File: config.mk
export PLATFORM = sky130hd
export DESIGN_NAME = cptri_mul
export DESIGN_NICKNAME = d
export VERILOG_FILES = /design/src/rtl/closest_point_on_triangle_unit_defines.svh /design/src/rtl/cptri_mul.sv
export SDC_FILE = /design/constraint.sdc
export NUM_CORES = 1
export LEC_CHECK = 0
export BUFFER_PORTS_ARGS = -buffer_cell sky130_fd_sc_hd__buf_2
export CAP_MARGIN = 20
export CORE_UTILIZATION = 50
export DETAILED_ROUTE_END_ITERATION = 12
export PLACE_DENSITY = 0.72
export SLEW_MARGIN = 20
export SYNTH_ARGS = -nofsm -noshare
export SYNTH_HDL_FRONTEND = slang
export SYNTH_SLANG_ARGS = --single-unit
File: constraint.sdc
create_clock -name clk_i -period 14.2 [get_ports clk_i]
set_input_delay 0.71 -clock clk_i [delete_from_list [all_inputs] [get_ports clk_i]]
set_output_delay 0.71 -clock clk_i [all_outputs]
set_load 0.01 [all_outputs]
File: src/rtl/closest_point_on_triangle_unit_defines.svh
`ifndef CLOSEST_POINT_ON_TRIANGLE_UNIT_DEFINES_SVH
`define CLOSEST_POINT_ON_TRIANGLE_UNIT_DEFINES_SVH

// same-cycle implication, clocked on clk_i, off during reset
`define CPT_ASSERT_IMPL(lbl, ante, cons, msg) \
  lbl: assert property (@(posedge clk_i) disable iff (!rst_ni) (ante) |-> (cons)) \
    else $error(msg);

// implication after a fixed number of cycles
`define CPT_ASSERT_DELAY(lbl, ante, dly, cons, msg) \
  lbl: assert property (@(posedge clk_i) disable iff (!rst_ni) (ante) |-> ##dly (cons)) \
    else $error(msg);

`endif

File: src/rtl/cptri_mul.sv
`timescale 1ns / 1ps

// signed multiplier, y cut into K chunks; partials registered, then summed
module cptri_mul #(
  parameter int XW = 17,
  parameter int YW = 17,
  parameter int K  = 1
) (
  input  logic                 clk_i,
  input  logic signed [XW-1:0] x_i,
  input  logic signed [YW-1:0] y_i,
  output logic signed [XW+YW-1:0] p_o
);

  localparam int CH   = (YW + K - 1) / K;
  localparam int TOPW = YW - (K - 1) * CH;
  localparam int PPW  = XW + CH + 1;
  localparam int OW   = XW + YW;

  logic signed [PPW-1:0] pp_q [K];
  logic signed [OW-1:0]  acc;

  for (genvar k = 0; k < K; k++) begin : g_part
    if (k < K - 1) begin : g_low
      always_ff @(posedge clk_i) begin
        pp_q[k] <= PPW'(x_i) * PPW'($signed({1'b0, y_i[k*CH +: CH]}));
      end
    end else begin : g_top
      always_ff @(posedge clk_i) begin
        pp_q[k] <= PPW'(x_i) * PPW'($signed(y_i[YW-1 -: TOPW]));
      end
    end
  end

  always_comb begin
    acc = '0;
    for (int k = 0; k < K; k++) begin
      acc = acc + (OW'(pp_q[k]) <<< (k * CH));
    end
  end

  always_ff @(posedge clk_i) begin
    p_o <= acc;
  end

endmodule

==> metrics.md <==
| Metric | Value |
|---|---|
| WP data required | 14.42 ns |
| Nature of the critical path endpoint | flop |
| I/O Buffers | 68 |
| Netlist cell types | 49 |
| PostCTS Resize Cnt | 0 |
| CP Max Fanout | 17 |
| Critical Path AT | 6.52 ns |
| Die Wd | 158.7 um |
| Area leader, netlist | fa_1 |
| Remaining Overflow, GRT | 0 |
| Placer congestion estimate | 0.8761 |
| Vias in the first global route | 9350 |
| Share of cells above drive strength 1 | 7.077% |
| Antenna violations before repair | 0 |
| Synth Flop Type | dfxtp_1 |
| HPWL after detailed placement | 21140 um |
| Period minus WS final | 6.295 ns |
| First-pass GRT wire length | 43670 um |
| Tcrit/Tclk final | 44.33% |
| Result of the run | completed |
| Via count | 8305 |
| Effective utilization at floorplan | 51.68% |
| Num CTS Buffers | 9 |
| Area fraction of the dominant cell type after synthesis | 48.28% |
| Final Hold Fails | 0 |
| Fill cell total of the finished layout | 2111 |
| Net count, final | 1711 |
| Diode count | 0 |
| Drt pass-1 iters | 4 |
| CTS sink cnt | 68 |
| Post-Synthesis Cells | 1255 |
| Asr flop ratio synth | 0% |
| Max-slew headroom | 60.55% |
| Clk buf depth | 2 |
| Warnings, synthesis | 0 |
| Post-synth EDFFs | 0 |
| Post-CTS setup buffers | 0 |
| Die area | 25180 um^2 |
| Max Cap Viol | 0 |
| Routed Wire Length | 25300 um |
| TritonCTS clock tree | yes |
| Setup_tns | 0 ns |
| #FFs+latches synth | 68 |
| Clk slew on worst S/H paths | 0.06 ns |
| Worst r2r src | pp_q[0][32]$_DFF_P_ |
| Min-Delay Startpoint | pp_q[0][24]$_DFF_P_ |
| ANT nets after route | 0 |
| Syn-to-layout area delta | 7.258% |
| Overall Global Routing Usage | 23.10% |
| Core area | 23750 um^2 |
| Max Freq | 158.9 MHz |
| Worst Setup SP | x_i[16] |
| # rows | 56 |
| CP Class | primary input to flop |
| Nature of the critical path startpoint | primary input |
| Clk_skew | 0.005369 ns |
| Slew @ Worst Pin | 0.5912 ns |
| Vias per inst | 5.130 |
| Largest net degree at the start of global routing | 18 |
| DRC errors left | 0 |
| Hold WC Path Type | flop to flop |
| I/O pin count | 69 |
| Register area share after synthesis | 11.09% |
| Clock Latency Late Sink | 0.33 ns |
| Mapped Area | 12270 um^2 |
| H-tree Lvls | 3 |
| Die height | 158.7 um |
| # hold bufs at CTS | 0 |
| Synth Area per Inst | 9.780 um^2 |
| Synth Net Count | 1671 |
| CTS root buf | clkbuf_16 |
| Ranking of synthesized cells by area | fa_1, dfxtp_1, inv_1, ha_1, and2_1 |
| Max Slew Vio Count | 0 |
| Final setup fails | 0 |
| 1st-iter DRT viols | 345 |
| RSZ-0062 raised after global routing | no |
| Routed wire per std cell | 15.63 um |
-- cells in the mapped netlist, drive strengths merged, types with 3 or more instances --
cell	n
inv	300
fa	296
and2	147
nand2	136
ha	85
dfxtp	68
clkbuf	35
nor2	32
xnor2	26
a21oi	25
o21ai	16
a21o	10
nand2b	9
a211oi	6
o21a	6
xor2	6
a31oi	5
nor3	5
buf	4
nand4	4
nor2b	4
o21bai	4
and3	3
o311ai	3
-- state kept, by name, summed over array words and instances, names as in the netlist --
signal	cells
p_o	34
pp_q	34
-- critical path, stage by stage --
cell      delay [ns]
buf_2           0.27
nand2_1         0.16
inv_1           0.14
fa_1            0.54
fa_1            0.86
fa_1            0.52
fa_1            0.51
fa_1            0.49
inv_1           0.05
fa_1            0.47
inv_1           0.04
ha_1            0.38
a21oi_2         0.17
o21ai_1         0.07
a21o_1          0.18
a21oi_1         0.21
o21ai_0         0.15
o211a_1         0.24
a2111o_1        0.37
-- worst paths after layout --
path | cells after the start | slack (ns) | to
worst max-delay path | 19 | 7.90 | pp_q[0][32]$_DFF_P_
worst min register to register | 0 | 0.32 | p_o[24]$_DFF_P_
worst max register to register | 0 | 13.79 | p_o[32]$_DFF_P_
worst min-delay path | 0 | 0.32 | p_o[24]$_DFF_P_
-- cells by family after synthesis --
logic type               after synthesis  share of synthesized area, %
flip-flops                            68                         11.09
XOR/XNOR                              32                         2.283
AND/OR/NAND/NOR                      350                         14.50
AO/OA/AOI/OAI                         85                         4.730
buffers and inverters                339                         10.46
adder cells (fa/ha/maj)              381                         56.94
-- final cells by class --
class / instances / area [um^2] / share of cell area [%]
multi-input combinational: 848 / 9629 / 73.14
sequential: 68 / 1361 / 10.34
inverter: 300 / 1126 / 8.554
tap: 319 / 399.1 / 3.032
timing repair buffer: 68 / 340.3 / 2.585
clock buffer: 9 / 225.2 / 1.711
clock inverter: 7 / 83.83 / 0.6368
-- routing by layer --
metal | vias to the layer above | GRT usage (%) | part of all wire [%]
li1 | 3755 | - | -
met1 | 4309 | 24.73 | 37
met2 | 186 | 44.57 | 55
met3 | 55 | 2.912 | 3.2
met4 | 0 | 10.94 | 4.9
met5 | - | 0 | 0
-- through the flow --
| stage | util (%) | hold slack (ns) | std cells | worst slack [ns] | instance area (um^2) |
|---|---|---|---|---|---|
| final | 55.43 | 0.3247 | 1619 | 7.905 | 13170 |
| after global routing | 55.43 | 0.3330 | 1619 | 7.548 | 13170 |
| after CTS | 55.43 | 0.3254 | 1619 | 7.918 | 13170 |
| after detailed placement | 54.12 | 0.3121 | 1603 | 7.570 | 12860 |
| after global placement | 54.12 | 0.3119 | 1603 | 7.633 | 12860 |
| after floorplan | - | 0.3096 | 1255 | 7.904 | 12270 |
-- placed cells by master (no fill, tap or decap), types with 2 or more instances in the layout --
cell	count
o21a_1	6
and2_1	147
clkbuf_16	9
nor2b_1	3
a21o_1	10
nand2b_1	9
dfxtp_1	68
a21oi_2	3
a31oi_1	4
inv_1	300
nor3_1	5
o21bai_1	4
and3_1	3
inv_6	2
a21oi_1	22
nand4_1	4
nand3_1	2
clkinv_4	2
a211oi_1	5
ha_1	85
a2111o_1	2
o21ai_1	3
buf_2	68
xnor2_1	26
nand2_1	136
and4_1	2
o311ai_1	2
fa_1	296
xor2_1	6
o21ai_0	13
nor2_1	32
Power is not shown: default switching activity piles up to over one toggle a cycle in this logic, so the estimate is an artifact.
